==> src/rtl/core/tat_pkg.sv <==
// Shared types, constants and handle helpers for the thread alias table.
// No dependencies; used by tat_mem, tat_cmp and thread_alias_table.
`default_nettype none

package tat_pkg;

  localparam int unsigned SLOTS = 32;
  localparam int unsigned IDX_W = (SLOTS > 1) ? $clog2(SLOTS) : 1;
  localparam logic [IDX_W-1:0] LAST_IDX = IDX_W'(SLOTS - 1);

  localparam logic [15:0] HANDLE_BASE = 16'hffe0;
  localparam int unsigned HANDLE_SHIFT = 3;  // handle step of 8

  typedef enum logic [1:0] {
    KIND_ADD    = 2'd0,
    KIND_FIND   = 2'd1,
    KIND_REMOVE = 2'd2,
    KIND_GET    = 2'd3
  } kind_e;

  typedef enum logic [1:0] {
    CMP_EQ_THREAD,
    CMP_LT_CREATED,
    CMP_EQ_LIVE
  } cmp_op_e;

  typedef struct packed {
    logic [31:0] thread;
    logic [31:0] process;
    logic [63:0] created;
  } row_t;

  typedef struct packed {
    logic             we;
    logic [IDX_W-1:0] waddr;
    row_t             wdata;
    logic [IDX_W-1:0] raddr;
  } mem_req_t;

  typedef struct packed {
    logic             ok;
    logic [IDX_W-1:0] slot;
  } slot_ref_t;

  function automatic logic [15:0] slot_to_handle(logic [IDX_W-1:0] s);
    logic [15:0] off;
    off = 16'(s) << HANDLE_SHIFT;
    return HANDLE_BASE - off;
  endfunction

  function automatic slot_ref_t handle_to_slot(logic [15:0] h);
    logic [15:0] diff;
    logic [12:0] d;
    slot_ref_t   r;
    diff   = HANDLE_BASE - h;
    d      = diff[15:HANDLE_SHIFT];
    r.ok   = (h != 16'd0) && (h <= HANDLE_BASE) && (h[HANDLE_SHIFT-1:0] == '0)
             && (d < 13'(SLOTS));
    r.slot = d[IDX_W-1:0];
    return r;
  endfunction

endpackage

`default_nettype wire

==> src/rtl/core/tat_mem.sv <==
// Slot storage: one write port, one read port with registered read data.
// Depends on tat_pkg for the row layout and the request struct.
`default_nettype none

module tat_mem (
  input  wire logic              clk_i,
  input  wire tat_pkg::mem_req_t req_i,
  output tat_pkg::row_t          rdata_o
);

  tat_pkg::row_t mem_q [tat_pkg::SLOTS];
  tat_pkg::row_t rdata_q;

  always_ff @(posedge clk_i) begin
    if (req_i.we) begin
      mem_q[req_i.waddr] <= req_i.wdata;
    end
    rdata_q <= mem_q[req_i.raddr];
  end

  assign rdata_o = rdata_q;

endmodule

`default_nettype wire

==> src/rtl/core/tat_cmp.sv <==
// Shared compare unit: thread match, creation-time order, live-info match.
// Depends on tat_pkg for the row layout and the compare codes.
`default_nettype none

module tat_cmp (
  input  wire tat_pkg::cmp_op_e op_i,
  input  wire tat_pkg::row_t    row_i,
  input  wire tat_pkg::row_t    key_i,
  output logic                  hit_o
);

  always_comb begin
    case (op_i)
      tat_pkg::CMP_EQ_THREAD:  hit_o = (row_i.thread == key_i.thread);
      tat_pkg::CMP_LT_CREATED: hit_o = (row_i.created < key_i.created);
      tat_pkg::CMP_EQ_LIVE:    hit_o = (row_i.process == key_i.process) &&
                                       (row_i.created == key_i.created);
      default:                 hit_o = 1'b0;
    endcase
  end

endmodule

`default_nettype wire

==> src/rtl/core/thread_alias_table.sv <==
// Thread alias table top level: request sequencer and occupancy bits.
// Depends on tat_pkg, tat_mem and tat_cmp.
//
// A request transfers at a rising edge with start high and busy low; busy
// then stays high until the result, which sits on the result ports for the
// single cycle that done_o is high. The receiver cannot stall, so capture the
// result in that cycle. A new request may transfer in the strobe cycle.
// Remove and rejected requests strobe straight from idle; get passes through
// S_GET_RD, then S_GET_CHK. Add and find walk the slots one per cycle through
// the single read port of the slot store, checking each row in the shared
// compare unit; find stops at the first match from the top slot, add at the
// first empty slot, or on a full table at the last, overwriting the oldest.
// Occupancy lives in one flip-flop per slot, cleared at reset, so the store
// needs no clearing pass and is usable right after reset.
`default_nettype none

module thread_alias_table (
  input  wire  logic        clk_i,
  input  wire  logic        rst_ni,
  input  wire  logic        start,
  output logic              busy,
  input  wire  logic [1:0]  kind_i,
  input  wire  logic [31:0] thread_id_i,
  input  wire  logic [15:0] handle_i,
  input  wire  logic        thread_ok_i,
  input  wire  logic [31:0] live_process_id_i,
  input  wire  logic [63:0] live_created_i,
  output logic              done_o,
  output logic [15:0]       alias_handle_o,
  output logic [31:0]       found_thread_o,
  output logic [31:0]       found_process_o,
  output logic [5:0]        used_slots_o
);

  localparam int unsigned IW = tat_pkg::IDX_W;

  typedef enum logic [1:0] {
    S_IDLE,
    S_SCAN,
    S_GET_RD,
    S_GET_CHK
  } state_e;

  state_e                  state_q;
  tat_pkg::kind_e          kind_q;
  logic [31:0]             tid_q;
  logic                    ok_q;
  logic [31:0]             lpid_q;
  logic [63:0]             lcre_q;
  logic [IW-1:0]           slot_q;     // decoded handle slot for get
  logic [IW-1:0]           idx_q;      // next slot to read
  logic                    stop_q;     // all reads of the walk issued
  logic                    chk_vld_q;  // read data valid for chk_idx_q
  logic [IW-1:0]           chk_idx_q;
  logic [63:0]             oldest_q;
  logic [IW-1:0]           use_q;
  logic [tat_pkg::SLOTS-1:0] valid_q;
  logic [5:0]              count_q;
  logic                    done_q;
  logic [15:0]             res_handle_q;
  logic [31:0]             res_thread_q;
  logic [31:0]             res_proc_q;

  tat_pkg::mem_req_t mem_req;
  tat_pkg::row_t     rdata;
  tat_pkg::row_t     cmp_key;
  tat_pkg::cmp_op_e  cmp_op;
  logic              cmp_hit;
  tat_pkg::slot_ref_t in_ref;

  logic add_chk, find_chk, add_empty, add_last;

  assign busy   = (state_q != S_IDLE);
  assign in_ref = tat_pkg::handle_to_slot(handle_i);

  // Walk bookkeeping for the check cycle of an add or find.
  assign add_chk   = (state_q == S_SCAN) && chk_vld_q && (kind_q == tat_pkg::KIND_ADD);
  assign find_chk  = (state_q == S_SCAN) && chk_vld_q && (kind_q == tat_pkg::KIND_FIND);
  assign add_empty = !valid_q[chk_idx_q];
  assign add_last  = (chk_idx_q == tat_pkg::LAST_IDX);

  // Steer the shared compare unit.
  always_comb begin
    cmp_key.thread  = tid_q;
    cmp_key.process = lpid_q;
    cmp_key.created = lcre_q;
    cmp_op          = tat_pkg::CMP_EQ_LIVE;
    if (state_q == S_SCAN) begin
      if (kind_q == tat_pkg::KIND_ADD) begin
        cmp_op          = tat_pkg::CMP_LT_CREATED;
        cmp_key.created = oldest_q;
      end else begin
        cmp_op = tat_pkg::CMP_EQ_THREAD;
      end
    end
  end

  // Store port: read the walk index or the get slot; write on the add check
  // that lands on an empty slot or closes a full-table walk.
  always_comb begin
    mem_req.raddr         = (state_q == S_SCAN) ? idx_q : slot_q;
    mem_req.we            = add_chk && (add_empty || add_last);
    mem_req.waddr         = (add_empty || cmp_hit) ? chk_idx_q : use_q;
    mem_req.wdata.thread  = tid_q;
    mem_req.wdata.process = lpid_q;
    mem_req.wdata.created = lcre_q;
  end

  tat_mem u_mem (
    .clk_i   (clk_i),
    .req_i   (mem_req),
    .rdata_o (rdata)
  );

  tat_cmp u_cmp (
    .op_i  (cmp_op),
    .row_i (rdata),
    .key_i (cmp_key),
    .hit_o (cmp_hit)
  );

  always_ff @(posedge clk_i or negedge rst_ni) begin
    if (!rst_ni) begin
      state_q      <= S_IDLE;
      kind_q       <= tat_pkg::KIND_ADD;
      tid_q        <= '0;
      ok_q         <= 1'b0;
      lpid_q       <= '0;
      lcre_q       <= '0;
      slot_q       <= '0;
      idx_q        <= '0;
      stop_q       <= 1'b0;
      chk_vld_q    <= 1'b0;
      chk_idx_q    <= '0;
      oldest_q     <= '0;
      use_q        <= '0;
      valid_q      <= '0;
      count_q      <= '0;
      done_q       <= 1'b0;
      res_handle_q <= '0;
      res_thread_q <= '0;
      res_proc_q   <= '0;
    end else begin
      done_q <= 1'b0;
      case (state_q)
        S_IDLE: begin
          if (start) begin
            kind_q       <= tat_pkg::kind_e'(kind_i);
            tid_q        <= thread_id_i;
            ok_q         <= thread_ok_i;
            lpid_q       <= live_process_id_i;
            lcre_q       <= live_created_i;
            slot_q       <= in_ref.slot;
            res_handle_q <= '0;
            res_thread_q <= '0;
            res_proc_q   <= '0;
            stop_q       <= 1'b0;
            chk_vld_q    <= 1'b0;
            oldest_q     <= '1;
            use_q        <= '0;
            case (tat_pkg::kind_e'(kind_i))
              tat_pkg::KIND_ADD: begin
                idx_q <= '0;
                if (thread_ok_i && (thread_id_i != 32'd0)) begin
                  state_q <= S_SCAN;
                end else begin
                  done_q <= 1'b1;
                end
              end
              tat_pkg::KIND_FIND: begin
                idx_q <= tat_pkg::LAST_IDX;
                if (thread_id_i != 32'd0) begin
                  state_q <= S_SCAN;
                end else begin
                  done_q <= 1'b1;
                end
              end
              tat_pkg::KIND_REMOVE: begin
                // Drop an occupied slot; ignore bad handles and empty slots.
                if (in_ref.ok && valid_q[in_ref.slot]) begin
                  valid_q[in_ref.slot] <= 1'b0;
                  count_q              <= count_q - 6'd1;
                end
                done_q <= 1'b1;
              end
              tat_pkg::KIND_GET: begin
                if (in_ref.ok && valid_q[in_ref.slot]) begin
                  state_q <= S_GET_RD;
                end else begin
                  done_q <= 1'b1;
                end
              end
              default: begin
                done_q <= 1'b1;
              end
            endcase
          end
        end

        S_SCAN: begin
          // Issue one read per cycle; add walks up, find walks down.
          if (!stop_q) begin
            if (kind_q == tat_pkg::KIND_ADD) begin
              if (idx_q == tat_pkg::LAST_IDX) begin
                stop_q <= 1'b1;
              end else begin
                idx_q <= idx_q + IW'(1);
              end
            end else begin
              if (idx_q == '0) begin
                stop_q <= 1'b1;
              end else begin
                idx_q <= idx_q - IW'(1);
              end
            end
          end
          chk_vld_q <= !stop_q;
          chk_idx_q <= idx_q;

          if (add_chk) begin
            if (add_empty) begin
              // Take the lowest empty slot.
              valid_q[chk_idx_q] <= 1'b1;
              count_q            <= count_q + 6'd1;
              res_handle_q       <= tat_pkg::slot_to_handle(chk_idx_q);
              done_q             <= 1'b1;
              state_q            <= S_IDLE;
            end else if (add_last) begin
              // Table full: overwrite the oldest slot, count unchanged.
              res_handle_q <= tat_pkg::slot_to_handle(mem_req.waddr);
              done_q       <= 1'b1;
              state_q      <= S_IDLE;
            end else if (cmp_hit) begin
              oldest_q <= rdata.created;
              use_q    <= chk_idx_q;
            end
          end

          if (find_chk) begin
            if (valid_q[chk_idx_q] && cmp_hit) begin
              res_handle_q <= tat_pkg::slot_to_handle(chk_idx_q);
              done_q       <= 1'b1;
              state_q      <= S_IDLE;
            end else if (chk_idx_q == '0) begin
              done_q  <= 1'b1;
              state_q <= S_IDLE;
            end
          end
        end

        S_GET_RD: begin
          state_q <= S_GET_CHK;
        end

        S_GET_CHK: begin
          // Return the stored ids on a live match, else drop the slot.
          if (ok_q && cmp_hit) begin
            res_thread_q <= rdata.thread;
            res_proc_q   <= rdata.process;
          end else begin
            valid_q[slot_q] <= 1'b0;
            count_q         <= count_q - 6'd1;
          end
          done_q  <= 1'b1;
          state_q <= S_IDLE;
        end

        default: begin
          state_q <= S_IDLE;
        end
      endcase
    end
  end

  assign done_o          = done_q;
  assign alias_handle_o  = res_handle_q;
  assign found_thread_o  = res_thread_q;
  assign found_process_o = res_proc_q;
  assign used_slots_o    = count_q;

endmodule

`default_nettype wire

==> config.mk <==
export PLATFORM = sky130hd
export DESIGN_NAME = thread_alias_table
export DESIGN_NICKNAME = d
export VERILOG_FILES = /design/src/rtl/core/tat_pkg.sv /design/src/rtl/core/tat_mem.sv /design/src/rtl/core/tat_cmp.sv /design/src/rtl/core/thread_alias_table.sv
export SDC_FILE = /design/constraint.sdc
export NUM_CORES = 2
export LEC_CHECK = 0
export BUFFER_PORTS_ARGS = -buffer_cell sky130_fd_sc_hd__clkbuf_2
export CORE_AREA = 2 2 748 601
export CTS_BUF_LIST = sky130_fd_sc_hd__clkbuf_2
export DETAILED_ROUTE_END_ITERATION = 8
export DIE_AREA = 0 0 750 603
export PLACE_DENSITY_LB_ADDON = 0.25
export SKIP_LAST_GASP = 1
export SYNTH_ARGS = -nofsm -noshare
export SYNTH_HDL_FRONTEND = slang
export SYNTH_SLANG_ARGS = --single-unit
==> constraint.sdc <==
create_clock -name clk_i -period 13.5 [get_ports clk_i]
set_input_delay 1.35 -clock clk_i [delete_from_list [all_inputs] [get_ports clk_i]]
set_output_delay 1.35 -clock clk_i [all_outputs]
set_load 0.05 [all_outputs]
# [Yosys cells after proc, flatten, opt, wreduce, memory -nomap -nowiden]
# Memories as Yosys holds them, arrays and structs flattened. A register that Yosys moved wholly into a read port is not among the register bits.
# Cells that the tools add are included.
[classes] addsub=7 n_lt_le_gt_ge=9 n_eq_ne=32 n_mux=95 bitwise=5 reduce_logical=39
[op_table] op="$mux 64" count=7
[op_table] op="$mux 32" count=9
[op_table] op="$pmux 32 s2" count=2
[op_table] op="$pmux 64 s2" count=1
[op_table] op="$mux 16" count=6
[op_table] op="$pmux 32 s3" count=1
[op_table] op="$and 32x32->32" count=2
[op_table] op="$eq 32x32->1" count=2
[op_table] op="$eq 64x64->1" count=1
[op_table] op="$lt 64x64->1" count=1
[op_table] op="$not 32->32" count=2
[op_table] op="$mux 5" count=12
[op_table] op="$mux 6" count=6
[op_table] op="$or 32x32->32" count=1
[op_table] op="$pmux 16 s2" count=1
[op_table] op="$reduce_bool 32->1" count=1
[op_table] op="$pmux 5 s2" count=3
[op_table] op="$mux 1" count=23
[op_table] op="$mux 2" count=11
[op_table] op="$sub 6x9->10 const A" count=2
[op_table] op="$lt 5x6->1 const B" count=3
[op_table] op="$ne 2x2->1 const B" count=9
[op_table] op="$pmux 6 s3" count=1
[op_table] op="$le 16x16->1 const B" count=1
[op_table] op="35 further kinds" count=79
[totals] register_bits=338 ram_bits=4096 inputBits=150 output_inout_bits=88 word_cells=207 memories=1
[mem_list] name="u_mem.mem_q" depth=32 width=128 rd=1 rd_ports_with_merged_regs=1 wr=1 line="tat_mem.sv:11" text="tat_pkg::row_t mem_q [tat_pkg::SLOTS];"

# [Depth between registers and ports, before layout]
[depth] ltp_word=15 depth_mapped=24 ltp_nobuf=19

# [Modules after synthesis]
# A second synthesis with hierarchy kept.
[unflattened] hier_cells=8634 hier_area_um2=173953.1
[modules_own_cells] mod="tat_mem" n_inst=1 cells_each=6440 area_each_um2=155200.1 seq_area_each_um2=125560.4
[modules_own_cells] mod="thread_alias_table" n_inst=1 cells_each=1872 area_each_um2=16400.7 seq_area_each_um2=8458.1
[modules_own_cells] mod="tat_cmp" n_inst=1 cells_each=322 area_each_um2=2352.3 seq_area_each_um2=0.0

# [Worst setup path before layout]
# No wires, ideal clock.
[synth_path] path_kind="register -> register" start="register state_q[1]" end="memory u_mem.mem_q[4][0] (netlist name) (enable)" setup_time_ns=0.617 arrival_time_ns=9.975 t_required_ns=12.883 slack_ns=2.907 stages_incl_launch_ff=21 path_buffers=5 period_less_slack_ns=10.593 cell_sequence="dfrtp_1 > buf_2 > nor2b_1 > inv_1 > buf_1 > nor2_1 > buf_1 > clkbuf_1 > mux2i_1 > ha_1 > nand4_1 > nor4_2 > nand4_1 > or4_1 > nand3b_1 > a21oi_4 > buf_4 > a21oi_1 > ha_1 > nand2_1 > nor2_1"
[synth_between] elab_chain_len=7
[synth_lines] item="start: declaration" line="thread_alias_table.sv:44" text="state_e state_q;"
[synth_lines] item="start signal: assignment" line="thread_alias_table.sv:124" text="state_q <= S_IDLE;"
[synth_lines] item="start signal: assignment" line="thread_alias_table.sv:165" text="state_q <= S_SCAN;"
[synth_lines] item="start signal: assignment" line="thread_alias_table.sv:173" text="state_q <= S_SCAN;"
[synth_lines] item="$eq 2x1->1 *" line="thread_alias_table.sv:77, thread_alias_table.sv:88"
[synth_lines] item="branches (longest 6 deep; another with $lt 64x64->1)"
[synth_lines] item="end: declaration" line="tat_mem.sv:11"
# Every way passes the cells marked *.

# [Final worst setup path]
[layout_path] start="register kind_q[0]" end="memory u_mem.mem_q[16][6] (netlist name) (enable)"
[layout_between] elab_chain_len=8
[layout_lines] item="start: declaration" line="thread_alias_table.sv:45" text="tat_pkg::kind_e kind_q;"
[layout_lines] item="start signal: assignment" line="thread_alias_table.sv:125" text="kind_q <= tat_pkg::KIND_ADD;"
[layout_lines] item="start signal: assignment" line="thread_alias_table.sv:148" text="kind_q <= tat_pkg::kind_e'(kind_i);"
[layout_lines] item="$logic_not 2->1 *" line="thread_alias_table.sv:77, thread_alias_table.sv:89"
[layout_lines] item="branches (longest 7 deep; another with $lt 64x64->1)"
# Marks and branches as above.

==> results.md <==
- The number of failing hold endpoints at the final stage is 0.
- In the final timing run, aggregate negative setup slack is 0 ns.
- In the synthesized netlist, the cells that appear most often are sky130_fd_sc_hd__edfxtp_1 (4,096), sky130_fd_sc_hd__nand2_1 (1,631), sky130_fd_sc_hd__mux4_2 (1,030).
- Buffers placed on the I/O ports in this run total approximately 240.
- Measured against its own limit, the worst slew margin works out to just over 8%.
- After floorplanning, the core was sized to cover 444,000 um2.
- The first routing iteration left between 10,000 and 15,000 violations.
- The maximum ir drop on the vdd rail is roughly 0.23 mV.
- After detailed routing, the number of remaining DRC violations is 0.
- The reg-to-reg critical path startpoint is kind_q[0].
- The post-detailed-route count of antenna-violating nets is 0.
- The worst clock skew is between 0.2 and 0.3 ns.
- Detailed placement finished with a half-perimeter wire length of about 270,000 um.
- Counting the fill cells in the layout gives a little under 40,000.
- The total number of H-tree levels is 7.
- The initial utilization of the core area, before any placement, comes to between 30% and 40%.
- The number of max-slew violations in the final report was 0.
- The top fanout value on the critical path is 32.
- The fraction of layout cells with a size suffix above 1 is approximately 29%.
- The number of antenna violations at the first check in global routing is 32.
- Counting flops with a built-in enable in the synthesized netlist gives 4,096.
- The power density over the cells is ~230 nW/um2.
- The die is 603 um tall.
- By area the synthesized netlist is led by sky130_fd_sc_hd__edfxtp_1 (69%), sky130_fd_sc_hd__mux4_2 (13%), sky130_fd_sc_hd__dfrtp_1 (4.8%).
- TritonCTS built the clock tree.
- The number of primary I/O pins is between 200 and 250.
- The number of hold buffers added after cts is 381.
- The number of global-route vias before repair is around 100k.
- The number of optimization iterations in the first detailed-route pass is 6.
- Global routing consumed, over all layers together, 22.8% of the routing resources.
- The die outline width is 750 um.
- The wire length per cell after detailed routing is approximately 29 um.
- Power comes to between 40 and 50 mW.
- For hold timing, the worst endpoint is tid_q[8].
- The worst setup path is captured at a flip-flop.
- Counting flops with an async set or reset pin after synthesis yields a share of 7.41%.
- Each instance of the synthesized netlist takes up on average about 18 um2.
- Setup violations remaining at the end of the flow were counted as 0.
- The worst flop-to-flop path endpoint is u_mem.mem_q[16][6].
- In this design, the critical path's most frequently occurring cell is sky130_fd_sc_hd__buf_4.
- The number of warning messages in the yosys log is 0.
- The remaining global-route overflow is 0.
- The leakage power is 69.8 nW.
- Post-CTS timing repair inserted 0 buffers for setup.
- The number of nets in the layout is 11,500.
- In this run the core area contains between 200 and 250 standard-cell rows.
- The pre-CTS worst setup slack is between 5 and 6 ns.
- Dividing the detail-routed via count by the number of cells gives 5.66.
- The tool flagged a number of max-cap violations equal to 0.
- Data on the critical path is required at its endpoint by around 15 ns.
- After clock tree synthesis, the clock-pin slew on the worst setup and hold paths is roughly 0.12 ns.
- Cells fill 45.1% of the core in the end.
- The flow ran to the end, and the final reports show no timing, DRC or antenna violations.
- The die outline area is about 450,000 um2.
- The post-synth net total is ~10,000.
- The gate count after technology mapping is ~9,800.
- The layout overhead on the synthesized area is 13.0%.
- The clock root buffer master is sky130_fd_sc_hd__clkbuf_2.
- The worst endpoint data arrival time is about 10 ns.
- By startpoint and endpoint, the worst setup path is classified as reg2reg.
- The number of cells on the worst reg-to-reg path is 17.
- The wire length reported by the detailed router is approximately 520,000 um.
- The peak clock frequency supported by timing is 0.115 GHz.
- Counting along the longest clock path gives a buffer depth of 5.
- Of all cell types, the one taking the most synthesized area is sky130_fd_sc_hd__edfxtp_1.
- The number of clock sinks seen by CTS is between 4,000 and 5,000.
- The worst hold path stage count is 5.
- The maximum number of pins on one net before global-route repair is around 140.
- The peak per-stage delay on the critical path is around 1.1 ns.
- The proportion of netlist area held by the largest area contributor is ~69%.
- In this run the worst hold path is classified as in2reg.
- The netlist area before placement is 177,000 um2.
- Post-CTS repair changed the size of 0 cells.
- Yosys mapped the design onto 88 distinct sky130hd cell types.
- The startpoint identified for the worst hold timing path is thread_id_i[8].
- The worst path uses 64.5% of the clock period.
- The actual slew at the worst max-slew pin is about 1.4 ns.
- The area occupied by registers is about 130,000 um2.
- At the later pin of the worst-skew pair, clock insertion delay measures roughly 2.3 ns.
- Traced cell by cell, the critical path runs through nor2_1 > inv_2 > nor2_4 > buf_4 > mux2i_1 > ha_1 > nand4_1 > nor4_2 > nand4_1 > a31o_2 > a21oi_4 > mux2i_1 > ha_1 > nand2_1 > nor2_4 > buf_4 > buf_4.
- The hold slack is 0.353 ns.
- Among all stages on the critical path, the largest delay is contributed by sky130_fd_sc_hd__nor2_4.
- The via total after detailed routing is around 100k.
- The time the worst path needs with I/O delays and setup is between 8 and 9 ns.
- Setup slack on the worst reg-to-reg path comes out at between 4 and 5 ns.
- The most used flip-flop cell after synthesis is sky130_fd_sc_hd__edfxtp_1.
- The area of the multi-input gates is between 40,000 and 50,000 um2.
- Setup repair after global routing left no endpoint under its margin.
- Among all cell types in the netlist, the one instantiated most often is sky130_fd_sc_hd__edfxtp_1.
- Counting flops and latches in the post-synthesis netlist gives ~4,600.
- Setup slack on the critical path of the routed design comes to roughly 4.8 ns.
- The routability-driven placement congestion ratio is ~0.84.
- The proportion of synthesized chip area in sequential cells is roughly three quarters.
- The first-pass GRT wire length is approximately 740,000 um.
- The number of clock buffers inserted by TritonCTS is between 1,000 and 1,500.
- STA classifies the critical path startpoint as a flip-flop.
-- layout make-up --
class,instances,area share [%]
antenna,24,0.0300
clock buffer,1782,4.45
clock inverter,204,0.444
inverter,106,0.200
multi-input combinational,4558,20.5
sequential,4562,66.8
tap,5967,3.72
timing repair buffer,901,3.82
-- flip-flops by register name, indices dropped and copies added, names as in the netlist, 6 cells and up --
name	flops
oldest_q	64
alias_handle_o	16
lpid_q	32
found_process_o	32
u_mem.rdata_o	128
tid_q	32
valid_q	32
lcre_q	64
used_slots_o	6
found_thread_o	32
u_mem.mem_q	4096
-- routing by layer --
metal | up-vias | track usage [%] | routed length, um
met1 | 54300 | 33.9 | 229000
met4 | 2 | 6.80 | 9360
met5 | - | 0 | 11
li1 | 42100 | - | -
met2 | 5308 | 33.9 | 233000
met3 | 680 | 4.77 | 46100
-- metrics by stage --
step                      cell area (um2)  std cells
final                              201000      18100
after CTS                          200000      18100
after floorplan                    177000       9786
after detailed placement           187000      15700
after global placement             187000      15700
after global routing               200000      18100
-- cell usage in the layout (no fill, tap or decap), types with 79 or more instances in the layout --
cell type / instances
sky130_fd_sc_hd__clkinv_1: 173
sky130_fd_sc_hd__clkbuf_2: 2018
sky130_fd_sc_hd__dfrtp_1: 333
sky130_fd_sc_hd__mux2i_1: 83
sky130_fd_sc_hd__ha_1: 79
sky130_fd_sc_hd__buf_4: 242
sky130_fd_sc_hd__mux4_2: 1030
sky130_fd_sc_hd__nand2_1: 1628
sky130_fd_sc_hd__nor2_1: 186
sky130_fd_sc_hd__a21oi_1: 126
sky130_fd_sc_hd__dlygate4sd3_1: 380
sky130_fd_sc_hd__dfxtp_1: 128
sky130_fd_sc_hd__inv_1: 104
sky130_fd_sc_hd__edfxtp_1: 4096
sky130_fd_sc_hd__o21ai_0: 237
sky130_fd_sc_hd__nand3_1: 728
-- critical path, delay by kind of cell (launching register included) --
kind,cells,cell delay (ns)
and+or+nand+nor,7,3.28
buffers and inverters,4,2.07
AOI/OAI and AO/OA,2,0.99
adders and majority gates,2,0.69
muxes,2,0.63
DFF,1,0.41
-- where the power goes --
part           internal (mW)  switching [mW]  total, mW
Clock                   3.53            5.50       9.02
Sequential              18.2           0.808       19.0
Combinational           6.46            11.8       18.3
-- worst max path at each step --
| stage | endpoint | startpoint | cells after the start |
|---|---|---|---|
| final | u_mem.mem_q[16][6] | kind_q[0] | 17 |
| after global routing | u_mem.mem_q[16][6] | kind_q[1] | 17 |
| after CTS | u_mem.mem_q[16][6] | kind_q[1] | 17 |
| after detailed placement | u_mem.mem_q[16][71] | kind_q[1] | 17 |
| after global placement | u_mem.mem_q[0][55] | kind_q[1] | 16 |
| after floorplan | u_mem.mem_q[4][0] | state_q[1] | 20 |
-- kinds of logic (layout without fill, tap and decap cells) --
kind of cell,count (synthesis),after routing,share of synthesized area [%]
buffers and inverters,666,2993,1.54
other,0,24,0
multiplexers,1120,1120,13.6
flip-flops,4562,4562,75.5
adder cells (fa/ha/maj),82,82,0.585
AND/OR/NAND/NOR,2739,2739,6.56
AO/OA/AOI/OAI,536,536,1.82
XOR/XNOR,81,81,0.400
Note: power is estimated with default switching activity, not from simulation.
